`src/rtl/lcfd_pkg.sv`:
```
// Shared constants and types of the length/checksum frame deframer.
package lcfd_pkg;

    // Longest frame kept; longer declared frames are cut here (16..256).
    localparam int MAX_FRAME    = 256;
    localparam int FRAME_LIMIT  = (MAX_FRAME > 256) ? 256 : MAX_FRAME;
    localparam int MIN_FRAME    = 5;
    localparam int HEADER_BYTES = 9;

    // Byte kinds reported with every echoed byte.
    localparam logic [1:0] KIND_HEADER   = 2'd0;
    localparam logic [1:0] KIND_PAYLOAD  = 2'd1;
    localparam logic [1:0] KIND_CHECKSUM = 2'd2;

    // Header byte positions.
    localparam logic [7:0] POS_DIRECTION = 8'd0;
    localparam logic [7:0] POS_ID_LO     = 8'd1;
    localparam logic [7:0] POS_ID_HI     = 8'd2;
    localparam logic [7:0] POS_LEN_LO    = 8'd3;
    localparam logic [7:0] POS_LEN_HI    = 8'd4;
    localparam logic [7:0] POS_GROUP     = 8'd5;
    localparam logic [7:0] POS_DEVICE    = 8'd6;
    localparam logic [7:0] POS_CMD_LO    = 8'd7;
    localparam logic [7:0] POS_CMD_HI    = 8'd8;

    typedef struct packed {
        logic [7:0]  direction;
        logic [15:0] device_id;
        logic [15:0] length_field;
        logic [7:0]  group_address;
        logic [7:0]  device_address;
        logic [15:0] command_code;
    } header_t;

    typedef struct packed {
        logic [7:0]  data_byte;
        logic [7:0]  byte_index;
        logic [1:0]  byte_kind;
        logic        frame_last;
        logic        checksum_ok;
        logic        too_long;
        logic [7:0]  direction;
        logic [15:0] device_id;
        logic [15:0] length_field;
        logic [7:0]  group_address;
        logic [7:0]  device_address;
        logic [15:0] command_code;
    } frame_result_t;

endpackage

```
`src/rtl/lcfd_if.sv`:
```
// Valid/ready channel interfaces for received bytes and framed results.
interface lcfd_in_if;
    logic       valid;
    logic       ready;
    logic [7:0] rx_byte;

    modport source (output valid, output rx_byte, input ready);
    modport sink   (input valid, input rx_byte, output ready);
endinterface

interface lcfd_out_if;
    logic                   valid;
    logic                   ready;
    lcfd_pkg::frame_result_t result;

    modport source (output valid, output result, input ready);
    modport sink   (input valid, input result, output ready);
endinterface

```
`src/rtl/lcfd_frame_tracker.sv`:
```
// Frame position, running checksum and header capture for each received byte.
module lcfd_frame_tracker (
    input  logic                    clk,
    input  logic                    rst_n,
    input  logic                    accept,
    input  logic [7:0]              rx_byte,
    output lcfd_pkg::frame_result_t result
);
    import lcfd_pkg::*;

    logic [7:0] position_reg;
    logic [7:0] position_next;
    logic [7:0] sum_reg;
    logic [7:0] sum_next;
    header_t    held_reg;
    header_t    held_next;

    logic [8:0]  count;
    logic [16:0] declared;
    logic        reach_declared;
    logic        reach_limit;
    logic        last;
    logic        cut;
    logic [7:0]  sum_new;

    always_comb
    begin
        held_next = held_reg;
        unique case (position_reg)
            POS_DIRECTION:
            begin
                held_next           = '0;
                held_next.direction = rx_byte;
            end
            POS_ID_LO:  held_next.device_id[7:0]     = rx_byte;
            POS_ID_HI:  held_next.device_id[15:8]    = rx_byte;
            POS_LEN_LO: held_next.length_field[7:0]  = rx_byte;
            POS_LEN_HI: held_next.length_field[15:8] = rx_byte;
            POS_GROUP:  held_next.group_address      = rx_byte;
            POS_DEVICE: held_next.device_address     = rx_byte;
            POS_CMD_LO: held_next.command_code[7:0]  = rx_byte;
            POS_CMD_HI: held_next.command_code[15:8] = rx_byte;
            default: ;
        endcase

        sum_new        = sum_reg + rx_byte;
        count          = {1'b0, position_reg} + 9'd1;
        declared       = 17'(MIN_FRAME) + {1'b0, held_next.length_field};
        reach_declared = ({8'b0, count} >= declared);
        reach_limit    = (count >= 9'(FRAME_LIMIT));
        last           = (count >= 9'(MIN_FRAME)) && (reach_declared || reach_limit);
        cut            = (count >= 9'(MIN_FRAME)) && !reach_declared && reach_limit;

        result            = '0;
        result.data_byte  = rx_byte;
        result.byte_index = position_reg;
        result.frame_last = last;
        if (last)
        begin
            result.byte_kind      = KIND_CHECKSUM;
            result.checksum_ok    = (sum_new == 8'd0);
            result.too_long       = cut;
            result.direction      = held_next.direction;
            result.device_id      = held_next.device_id;
            result.length_field   = held_next.length_field;
            result.group_address  = held_next.group_address;
            result.device_address = held_next.device_address;
            result.command_code   = held_next.command_code;
        end
        else if (position_reg < 8'(HEADER_BYTES))
        begin
            result.byte_kind = KIND_HEADER;
        end
        else
        begin
            result.byte_kind = KIND_PAYLOAD;
        end

        position_next = last ? 8'd0 : count[7:0];
        sum_next      = last ? 8'd0 : sum_new;
    end

    always_ff @(posedge clk or negedge rst_n)
    begin
        if (!rst_n)
        begin
            position_reg <= '0;
            sum_reg      <= '0;
            held_reg     <= '0;
        end
        else if (accept)
        begin
            position_reg <= position_next;
            sum_reg      <= sum_next;
            held_reg     <= held_next;
        end
    end

endmodule

```
`src/rtl/lcfd_out_stage.sv`:
```
// Result register that holds one framed byte until the receiver takes it.
module lcfd_out_stage (
    input  logic                    clk,
    input  logic                    rst_n,
    input  logic                    load,
    input  lcfd_pkg::frame_result_t load_data,
    input  logic                    take,
    output logic                    valid,
    output lcfd_pkg::frame_result_t data
);
    import lcfd_pkg::*;

    logic          valid_reg;
    logic          valid_next;
    frame_result_t data_reg;

    always_comb
    begin
        if (load)
            valid_next = 1'b1;
        else if (take)
            valid_next = 1'b0;
        else
            valid_next = valid_reg;
    end

    always_ff @(posedge clk or negedge rst_n)
    begin
        if (!rst_n)
            valid_reg <= 1'b0;
        else
            valid_reg <= valid_next;
    end

    always_ff @(posedge clk)
    begin
        if (load)
            data_reg <= load_data;
    end

    assign valid = valid_reg;
    assign data  = data_reg;

endmodule

```
`src/rtl/length_checksum_frame_deframer.sv`:
```
// Top level of the length/checksum frame deframer.
//
// rx carries one received serial byte per request; tx returns one result per
// byte: the byte echoed with its index in the frame and its kind (header,
// payload, checksum). A frame is a 9-byte header (direction, device id,
// length, group, device, command; 16-bit fields little-endian), payload and
// a checksum byte, 5 + length bytes in all and never fewer than 5. The byte
// that ends a frame carries checksum_ok (all frame bytes sum to zero mod
// 256), too_long (frame cut at MAX_FRAME bytes) and the captured header.
//
// Each accepted byte is registered and offered on tx in the cycle after it
// is accepted. Throughput is one byte per cycle, limited by the single result
// register; rx.ready stays high while that register is empty or being taken.
// When the receiver stalls, the result is held and rx.ready drops until it
// is taken. Reset puts the block at the start of a frame with a cleared
// checksum and header, and empties the result register.
module length_checksum_frame_deframer (
    input  logic       clk,
    input  logic       rst_n,
    lcfd_in_if.sink    rx,
    lcfd_out_if.source tx
);
    import lcfd_pkg::*;

    logic          accept;
    frame_result_t step_result;
    logic          out_valid;
    frame_result_t out_data;

    // Take a new byte whenever the result register is free this cycle.
    assign rx.ready = !out_valid || tx.ready;
    assign accept   = rx.valid && rx.ready;

    lcfd_frame_tracker u_tracker (
        .clk     (clk),
        .rst_n   (rst_n),
        .accept  (accept),
        .rx_byte (rx.rx_byte),
        .result  (step_result)
    );

    lcfd_out_stage u_out (
        .clk       (clk),
        .rst_n     (rst_n),
        .load      (accept),
        .load_data (step_result),
        .take      (tx.ready),
        .valid     (out_valid),
        .data      (out_data)
    );

    assign tx.valid  = out_valid;
    assign tx.result = out_data;

`ifndef SYNTHESIS
    // Every accepted byte shows up on tx at the next edge.
    a_accept_to_out: assert property (@(posedge clk) disable iff (!rst_n)
        accept |=> tx.valid)
        else $error("accepted byte not presented on tx");

    a_last_is_checksum: assert property (@(posedge clk) disable iff (!rst_n)
        (tx.valid && tx.result.frame_last) |-> (tx.result.byte_kind == KIND_CHECKSUM))
        else $error("frame end without checksum kind");

    a_last_not_early: assert property (@(posedge clk) disable iff (!rst_n)
        (tx.valid && tx.result.frame_last) |-> (tx.result.byte_index >= 8'(MIN_FRAME - 1)))
        else $error("frame ended before minimum length");

    a_flags_only_last: assert property (@(posedge clk) disable iff (!rst_n)
        (tx.valid && !tx.result.frame_last) |->
            (!tx.result.checksum_ok && !tx.result.too_long && tx.result.direction == 8'd0))
        else $error("end-of-frame fields set on inner byte");

    a_index_steps: assert property (@(posedge clk) disable iff (!rst_n)
        (tx.valid && tx.ready && !tx.result.frame_last && accept) |=>
            (tx.result.byte_index == $past(tx.result.byte_index) + 8'd1))
        else $error("byte index did not advance");
`endif

endmodule

```
`src/flat_wrapper.sv`:
```
// flat-port wrapper written by rule: the top's interface ports become plain ports
module length_checksum_frame_deframer_flat import lcfd_pkg::*;
  (clk, rst_n, rx_valid, rx_rx_byte, rx_ready, tx_valid, tx_result, tx_ready);
  lcfd_in_if rx_i ();
  lcfd_out_if tx_i ();
  input  logic clk;
  input  logic rst_n;
  input wire logic [$bits(rx_i.valid)-1:0] rx_valid;
  input wire logic [$bits(rx_i.rx_byte)-1:0] rx_rx_byte;
  output wire logic [$bits(rx_i.ready)-1:0] rx_ready;
  output wire logic [$bits(tx_i.valid)-1:0] tx_valid;
  output wire logic [$bits(tx_i.result)-1:0] tx_result;
  input wire logic [$bits(tx_i.ready)-1:0] tx_ready;
  assign rx_i.valid = rx_valid;
  assign rx_i.rx_byte = rx_rx_byte;
  assign rx_ready = rx_i.ready;
  assign tx_valid = tx_i.valid;
  assign tx_result = tx_i.result;
  assign tx_i.ready = tx_ready;
  length_checksum_frame_deframer u_core (.clk(clk), .rst_n(rst_n), .rx(rx_i), .tx(tx_i));
endmodule
```
`config.mk`:
```
export PLATFORM = sky130hd
export DESIGN_NAME = length_checksum_frame_deframer_flat
export DESIGN_NICKNAME = d
export VERILOG_FILES = /design/src/rtl/lcfd_pkg.sv /design/src/rtl/lcfd_if.sv /design/src/rtl/lcfd_frame_tracker.sv /design/src/rtl/lcfd_out_stage.sv /design/src/rtl/length_checksum_frame_deframer.sv /design/src/flat_wrapper.sv
export SDC_FILE = /design/constraint.sdc
export NUM_CORES = 1
export LEC_CHECK = 0
export BUFFER_PORTS_ARGS = -buffer_cell sky130_fd_sc_hd__buf_2
export CORE_UTILIZATION = 48
export CTS_CLUSTER_SIZE = 14
export DETAILED_ROUTE_END_ITERATION = 7
export PLACE_DENSITY = 0.68
export SKIP_CTS_REPAIR_TIMING = 1
export SLEW_MARGIN = 15
export SYNTH_ARGS = -nofsm -noshare
export SYNTH_HDL_FRONTEND = slang
export SYNTH_HIERARCHICAL = 1
export SYNTH_SLANG_ARGS = --single-unit
```
`constraint.sdc`:
```
create_clock -name clk -period 6.7 [get_ports clk]
set_clock_uncertainty 0.2 [all_clocks]
set_input_delay 0.335 -clock clk [delete_from_list [all_inputs] [get_ports clk]]
set_output_delay 0.335 -clock clk [all_outputs]
set_load 0.05 [all_outputs]
```
==> summary.md, run 1 <==
| Metric | Value |
|---|---|
| Gr usage total | `22.9%` |
| Die boundary height | `136 µm` |
| Hold crit path type | `in2reg` |
| Clk pin slew, worst setup/hold paths | `70 ps` |
| Pin count of the biggest net entering global routing | `90` |
| CP required | `6680 ps` |
| Cell family contributing the most delay on the critical path | `compound AO/OA/AOI/OAI gates` |
| Synthesized Nets | `808` |
| Placeable core region | `17500 µm²` |
| Routed wire per std cell | `19.0 µm` |
| Cell internal pwr | `0.00264 W` |
| Areal power density over the cells | `432 nW/µm²` |
| Post-layout net count | `874` |
| Vias in the first global route | `6028` |
| Placed standard-cell area | `9220 µm²` |
| Register area share after synthesis | `58.0%` |
| Category of the worst setup path capture point | `register` |
| Total count of max-transition violations in the final report | `0` |
| Critical Path Slowest Stage Cell | `sky130_fd_sc_hd__a222oi_1` |
| Static leakage | `4.14 nW` |
| Post-route DRC | `0` |
| Final Hold Viols | `0` |
| Worst setup path category | `reg2reg` |
| Number of rows in the core area | `48` |
| Final RePlAce weighted congestion | `0.881` |
| Count of inserted antenna diode cells | `0` |
| Combined buffer and inverter count along the critical path | `2` |
| Peak ir drop on the vdd network | `0.000210 V` |
| Number of enable-type register cells in the synthesized netlist | `93` |
| Effective utilization at floorplan | `49.6%` |
| Drt initial violations | `594` |
| TritonCTS buffer count | `17` |
| Finish-stage setup viols | `0` |
| Share of power burned in registers | `37.8%` |
| CTS max path bufs | `2` |
| IO Pins | `107` |
| Grt total ovfl | `0` |
| Die Span X | `136 µm` |
| Final worst path period share | `84.0%` |
| Share of final-layout standard cells stronger than drive strength 1 | `19.0%` |
| Largest register FFs | `93` |
| TritonCTS clock tree | `done` |
| Fmax | `178 MHz` |
| Clock period minus worst slack | `5630 ps` |
| 1st-pass router iterations | `5` |
| Setup TNS Final | `0 ps` |
| PortBufs | `106` |
| Post-detailed-route count of antenna-violating nets | `0` |
| Post-route standard cell area excluding fillers | `9850 µm²` |
| Count of yosys warnings during synthesis | `6` |
| Overall via count from detail_route | `6378` |
| Total number of clock tree sinks | `182` |
| Max-cap violations | `0` |
| Worst path arrival time | `5610 ps` |
| Max-Slew Margin vs Limit | `28.5%` |
| Cell-by-cell trace of the critical path | `inv_1 -> ha_1 -> nor2_1 -> o31ai_1 -> a222oi_1 -> nand2_1 -> nor2_1 -> xnor2_1 -> ha_1 -> and4_1 -> a221oi_1 -> nand2_1 -> nand2_1 -> nor4_4 -> a21oi_4 -> buf_4 -> nor2_1` |
| Worst-path maximum fanout | `28` |
| Setup slack of the critical path after layout | `1070 ps` |
| Vias per inst | `5.92` |
| Power share of the combinational group | `37.8%` |
| Element type at the critical path start | `register` |
| Count of filler cells inserted in the layout | `1491` |
| Result of the run | `completed` |
| Portion of synthesized cell area occupied by the leading cell type | `32.2%` |
| Mean instance size in the synthesized netlist | `11.2 µm²` |
| Yosys cell types | `58` |
| Fraction of power spent switching nets | `38.0%` |
| Max stage delay on crit path | `780 ps` |
| CTS Root Cell | `sky130_fd_sc_hd__clkbuf_16` |
| Dominant cell type by area after synthesis | `sky130_fd_sc_hd__edfxtp_1` |
| Switch Pwr | `0.00162 W` |
| Slew of the pin with the lowest slew margin | `1070 ps` |
| Main area contributors after synthesis | `sky130_fd_sc_hd__edfxtp_1 (32%), sky130_fd_sc_hd__dfrtp_1 (26%), sky130_fd_sc_hd__a22o_1 (5.2%), sky130_fd_sc_hd__nor2_1 (4.1%), sky130_fd_sc_hd__a22oi_1 (4.0%)` |
| Area of the mapped netlist | `8660 µm²` |
| Unrepaired setup endpoints after global routing | `no` |
| Final wirelength | `20400 µm` |
| Clk network pwr share | `24.5%` |
| Most used standard cells in the synthesized netlist | `sky130_fd_sc_hd__nor2_1 (94), sky130_fd_sc_hd__edfxtp_1 (93), sky130_fd_sc_hd__dfrtp_1 (89)` |
| Die Outline Area | `18600 µm²` |
| Later-pin clock latency in the skew report | `430 ps` |
| H-tree levels | `4` |
| Async S/R FF share, synth | `48.9%` |
| Number of antenna violations at the first check in global routing | `0` |
| Leading cell type by number of instances after synthesis | `sky130_fd_sc_hd__nor2_1` |
| Layout overhead on the synthesized area | `13.7%` |
| Global-route wire length before repair | `32000 µm` |
| Half-perimeter wire length of the detailed placement result | `12800 µm` |
| Post-place setup slack | `1180 ps` |
| Main synth FF type | `sky130_fd_sc_hd__edfxtp_1` |
| Count of mapped cells out of synthesis | `773` |
| Count of state elements after synthesis | `182` |
-- logic make-up after synthesis --
family,Yosys count,synth area share [%]
adder cells (fa/ha/maj),23,3.41
buffers and inverters,79,4.38
AO/OA/AOI/OAI,205,16.8
AND/OR/NAND/NOR,251,13.9
flip-flops,182,58.0
XOR/XNOR,22,2.22
multiplexers,11,1.39
-- power by group through the flow --
stage | Clock, W | Sequential [W] | Combinational [W]
6_report | 0.00104 | 0.00161 | 0.00161
5_1_grt | 0.00111 | 0.00163 | 0.00176
4_1_cts | 0.00106 | 0.00160 | 0.00160
3_5_place_dp | 0 | 0.00162 | 0.00158
3_3_place_gp | 0 | 0.00161 | 0.00153
2_1_floorplan | 0 | 0.00170 | 0.00113
-- stage by stage --
| stage | util [%] | instances | total power [W] | hold slack, ps |
|---|---|---|---|---|
| 2_1_floorplan | - | 773 | 0.00283 | -161 |
| 3_3_place_gp | 52.7 | 1043 | 0.00314 | 263 |
| 3_5_place_dp | 52.7 | 1043 | 0.00320 | 270 |
| 4_1_cts | 56.2 | 1075 | 0.00426 | -24.5 |
| 5_1_grt | 56.4 | 1077 | 0.00450 | 202 |
| 6_report | 56.4 | 1077 | 0.00426 | 216 |
-- worst paths after layout --
kind / slack (ps) / depth (start not counted) / endpoint / from
hold reg to reg: 280 / 2 / u_core/u_tracker/held_reg[47]$_DFFE_PN0P_ / u_core/u_tracker/held_reg[47]$_DFFE_PN0P_
setup reg to reg: 1070 / 17 / u_core/u_out/data[54]$_DFFE_PP_ / u_core/u_tracker/position_reg[0]$_DFFE_PN0P_
max in group asynchronous: 5350 / 2 / u_core/u_tracker/sum_reg[2]$_DFFE_PN0P_ / rst_n
setup / recovery: 1070 / 17 / u_core/u_out/data[54]$_DFFE_PP_ / u_core/u_tracker/position_reg[0]$_DFFE_PN0P_
hold / removal: 220 / 3 / u_core/u_tracker/held_reg[8]$_DFFE_PN0P_ / rx_rx_byte[0]
min in group asynchronous: 330 / 2 / u_core/u_tracker/held_reg[47]$_DFFE_PN0P_ / rst_n
-- area by class of cell --
cell class              count  area (µm²)  area share, %
repair buffers            115         622           6.31
flip-flops and latches    182        5020           51.0
well taps                 225         282           2.86
inverters                  11        41.3          0.419
clock buffers              17         425           4.32
clock inverters            15         186           1.89
multi-input cells         512        3270           33.2
-- metal layers --
| layer | vias up | GRT usage [%] | part of all wire (%) |
|---|---|---|---|
| li1 | 2948 | - | - |
| met1 | 3141 | 30.8 | 44 |
| met2 | 263 | 36.9 | 49 |
| met3 | 26 | 4.51 | 5.5 |
| met4 | 0 | 7.84 | 1.6 |
| met5 | - | 0 | 0 |
-- layout by cell type, fill, tap and decap left out, drive strengths merged, types with 4 or more instances in the layout --
master,Yosys,layout
xnor2,15,15
nor3b,4,4
and2,25,25
xor2,7,7
buf,24,113
dfrtp,89,89
nor2,94,94
o31ai,7,7
inv,11,18
a22o,51,51
o21ai,27,27
and3,10,10
mux2,8,8
a22oi,46,46
nand2,62,62
o2111ai,4,4
o2bb2ai,4,4
edfxtp,93,93
a21o,5,5
clkbuf,44,17
ha,22,22
nor3,6,6
nand3,28,28
a21oi,44,44
-- worst min-delay path: cells and delay by family --
family          cells  cell delay [ps]
buf+inv             1              260
simple gates        1              110
compound gates      1               80
(Power assumes the default switching activity.)
==> inputs of run 2 (changes only) <==
- clock period: 6.7 -> 5.5 ns (I/O delays scaled with it)
==> run 2 against run 1 <==
- sequential share of layout area down 0.23 points
- non-clock buffer count increased by 7
- routed wire length up 2.2%
- maximum frequency increased by 15%
- clock power rose by 19%
- final cell count is 0.65% higher
- die area stayed put
==> summary.md, run 2 (synthesis results as in run 1) <==
| Metric | Value |
|---|---|
| Gr usage total | `23.0% (+0.13 points)` |
| CP required | `5470 ps (-1210 ps)` |
| Effective utilization at floorplan | `49.6% (unchanged)` |
| Post-layout net count | `881 (+0.80%)` |
| TritonCTS clock tree | `done` |
| Post-route DRC | `0 (unchanged)` |
| Die Outline Area | `18600 µm² (unchanged)` |
| Grt total ovfl | `0 (unchanged)` |
| Unrepaired setup endpoints after global routing | `no` |
| Placeable core region | `17500 µm² (unchanged)` |
| Overall via count from detail_route | `6524 (+2.3%)` |
| Peak ir drop on the vdd network | `0.000251 V (+20%)` |
| Setup TNS Final | `0 ps (unchanged)` |
| Total count of max-transition violations in the final report | `0 (unchanged)` |
| Post-detailed-route count of antenna-violating nets | `0 (unchanged)` |
| Worst-path maximum fanout | `31 (+11%)` |
| Routed wire per std cell | `19.3 µm (+1.5%)` |
| Slew of the pin with the lowest slew margin | `1140 ps (+74.0 ps)` |
| Post-route standard cell area excluding fillers | `9900 µm² (+0.46%)` |
| Global-route wire length before repair | `32300 µm (+0.93%)` |
| Final worst path period share | `88.8% (+4.8 points)` |
| Share of final-layout standard cells stronger than drive strength 1 | `19.6% (+0.54 points)` |
| Areal power density over the cells | `527 nW/µm² (+22%)` |
| Total number of clock tree sinks | `182 (unchanged)` |
| Placed standard-cell area | `9250 µm² (+0.41%)` |
| Total Power | `0.00521 W (+22%)` |
| Core Util, Final | `56.6% (+0.26 points)` |
| Final Hold Viols | `0 (unchanged)` |
| Sequential Area | `5020 µm² (unchanged)` |
| Finish-stage setup viols | `0 (unchanged)` |
| Element type at the critical path start | `register` |
| Largest register FFs | `93 (unchanged)` |
| Half-perimeter wire length of the detailed placement result | `13400 µm (+4.5%)` |
| Number of rows in the core area | `48 (unchanged)` |
| Final RePlAce weighted congestion | `0.901 (+2.2%)` |
| TritonCTS buffer count | `17 (unchanged)` |
| Count of inserted antenna diode cells | `0 (unchanged)` |
| Drt initial violations | `523 (-12%)` |
| Hold crit path type | `in2reg` |
| Clock period minus worst slack | `4880 ps (-745 ps)` |
| Clk pin slew, worst setup/hold paths | `70 ps (about the same)` |
| Fmax | `205 MHz (+15%)` |
| CTS max path bufs | `2 (unchanged)` |
| Final wirelength | `20900 µm (+2.2%)` |
| Layout overhead on the synthesized area | `14.2%` |
| Vias per inst | `6.02 (+1.6%)` |
| Worst path arrival time | `4850 ps (-760 ps)` |
| Number of antenna violations at the first check in global routing | `0 (unchanged)` |
| Category of the worst setup path capture point | `register` |
| Static leakage | `4.16 nW (+0.65%)` |
| Most common cell after layout, fill and taps aside | `sky130_fd_sc_hd__buf_2` |
| IO Pins | `107 (unchanged)` |
| H-tree levels | `4 (unchanged)` |
| Pin count of the biggest net entering global routing | `107 (+19%)` |
| Result of the run | `completed` |
| PortBufs | `106 (unchanged)` |
| Vias in the first global route | `6160 (+2.2%)` |
| Post-place setup slack | `545 ps (-636 ps)` |
| Die boundary height | `136 µm (unchanged)` |
| CTS Root Cell | `sky130_fd_sc_hd__clkbuf_16` |
| Setup slack of the critical path after layout | `617 ps (-455 ps)` |
| Area occupied by multi-input gates | `3270 µm² (unchanged)` |
| Max-Slew Margin vs Limit | `23.6% (-4.9 points)` |
| 1st-pass router iterations | `5 (unchanged)` |
| Max-cap violations | `0 (unchanged)` |
| Later-pin clock latency in the skew report | `430 ps (about the same)` |
| Worst setup path category | `reg2reg` |
| Count of filler cells inserted in the layout | `1445 (-3.1%)` |
| Most used cells in the layout excluding fill and tap cells | `sky130_fd_sc_hd__buf_2 (105), sky130_fd_sc_hd__nor2_1 (94), sky130_fd_sc_hd__edfxtp_1 (93), sky130_fd_sc_hd__dfrtp_1 (89), sky130_fd_sc_hd__nand2_1 (62)` |
| Die Span X | `136 µm (unchanged)` |
==> run 2: cell count changes in the layout (fill, tap and decap cells not counted), sizes merged <==
| cell | before | now |
|---|---|---|
| clkbuf | 17 | 18 |
| clkinv | 3 | 5 |
| inv | 18 | 17 |
| bufinv | 3 | 2 |
| buf | 113 | 120 |
| clkinvlp | 2 | 1 |
==> run 2: through the flow <==
| stage | instances | hold slack, ps |
|---|---|---|
| floorplan | 773 | -221 |
| global placement | 1048 | 261 |
| detailed placement | 1048 | 270 |
| CTS | 1080 | -89.7 |
| global route | 1084 | 149 |
| finish | 1084 | 151 |
==> run 2: path summary, 6_finish.rpt <==
check / start / end / slack (ps) / cells after the start
hold / removal: rx_rx_byte[0] / u_core/u_tracker/held_reg[8]$_DFFE_PN0P_ / 150 / 3
setup / recovery: u_core/u_tracker/position_reg[6]$_DFFE_PN0P_ / u_core/u_out/data[22]$_DFFE_PP_ / 620 / 18
setup reg to reg: u_core/u_tracker/position_reg[6]$_DFFE_PN0P_ / u_core/u_out/data[22]$_DFFE_PP_ / 620 / 18
min in group asynchronous: rst_n / u_core/u_tracker/held_reg[46]$_DFFE_PN0P_ / 290 / 2
hold reg to reg: u_core/u_tracker/held_reg[12]$_DFFE_PN0P_ / u_core/u_tracker/held_reg[12]$_DFFE_PN0P_ / 290 / 2
max in group asynchronous: rst_n / u_core/u_tracker/sum_reg[2]$_DFFE_PN0P_ / 4220 / 2
==> run 2: per-layer routing <==
layer	part of all wire (%)	vias to the layer above	GRT usage (%)	wire length (µm)
met5	0	-	0	0
met4	2.4	0	9.32	498
met3	6.1	41	3.47	1280
met2	48	288	37.1	9990
met1	44	3235	31.1	9110
li1	-	2960	-	-
==> run 2: worst max-delay path, cell delays in order, from the launching register on <==
cell and delay (ps):
sky130_fd_sc_hd__dfrtp_1 470, sky130_fd_sc_hd__or4_1 790, sky130_fd_sc_hd__o31ai_1 480, sky130_fd_sc_hd__and2_1 270, sky130_fd_sc_hd__inv_1 70, sky130_fd_sc_hd__ha_1 240, sky130_fd_sc_hd__nor2_1 160, sky130_fd_sc_hd__nor2_1 60
sky130_fd_sc_hd__nand2_1 80, sky130_fd_sc_hd__xnor2_1 140, sky130_fd_sc_hd__ha_1 270, sky130_fd_sc_hd__and4_1 170, sky130_fd_sc_hd__a221oi_1 280, sky130_fd_sc_hd__nand2_1 80, sky130_fd_sc_hd__nand2_1 110, sky130_fd_sc_hd__nor4_4 70
sky130_fd_sc_hd__a21oi_4 220, sky130_fd_sc_hd__buf_4 340, sky130_fd_sc_hd__nor2_1 100
==> run 2: power by group <==
| part | internal [W] | switching, W |
|---|---|---|
| clock | 0.000695 | 0.000543 |
| sequential | 0.00175 | 0.000211 |
| combinational | 0.000775 | 0.00124 |
| total | 0.00322 | 0.00199 |
==> run 2: final cells by class <==
| cell class | instances | area share, % |
|---|---|---|
| multi-input cells | 512 | 33.1 |
| flip-flops and latches | 182 | 50.7 |
| well taps | 225 | 2.84 |
| inverters | 11 | 0.417 |
| repair buffers | 122 | 6.82 |
| clock inverters | 14 | 1.67 |
| clock buffers | 18 | 4.44 |
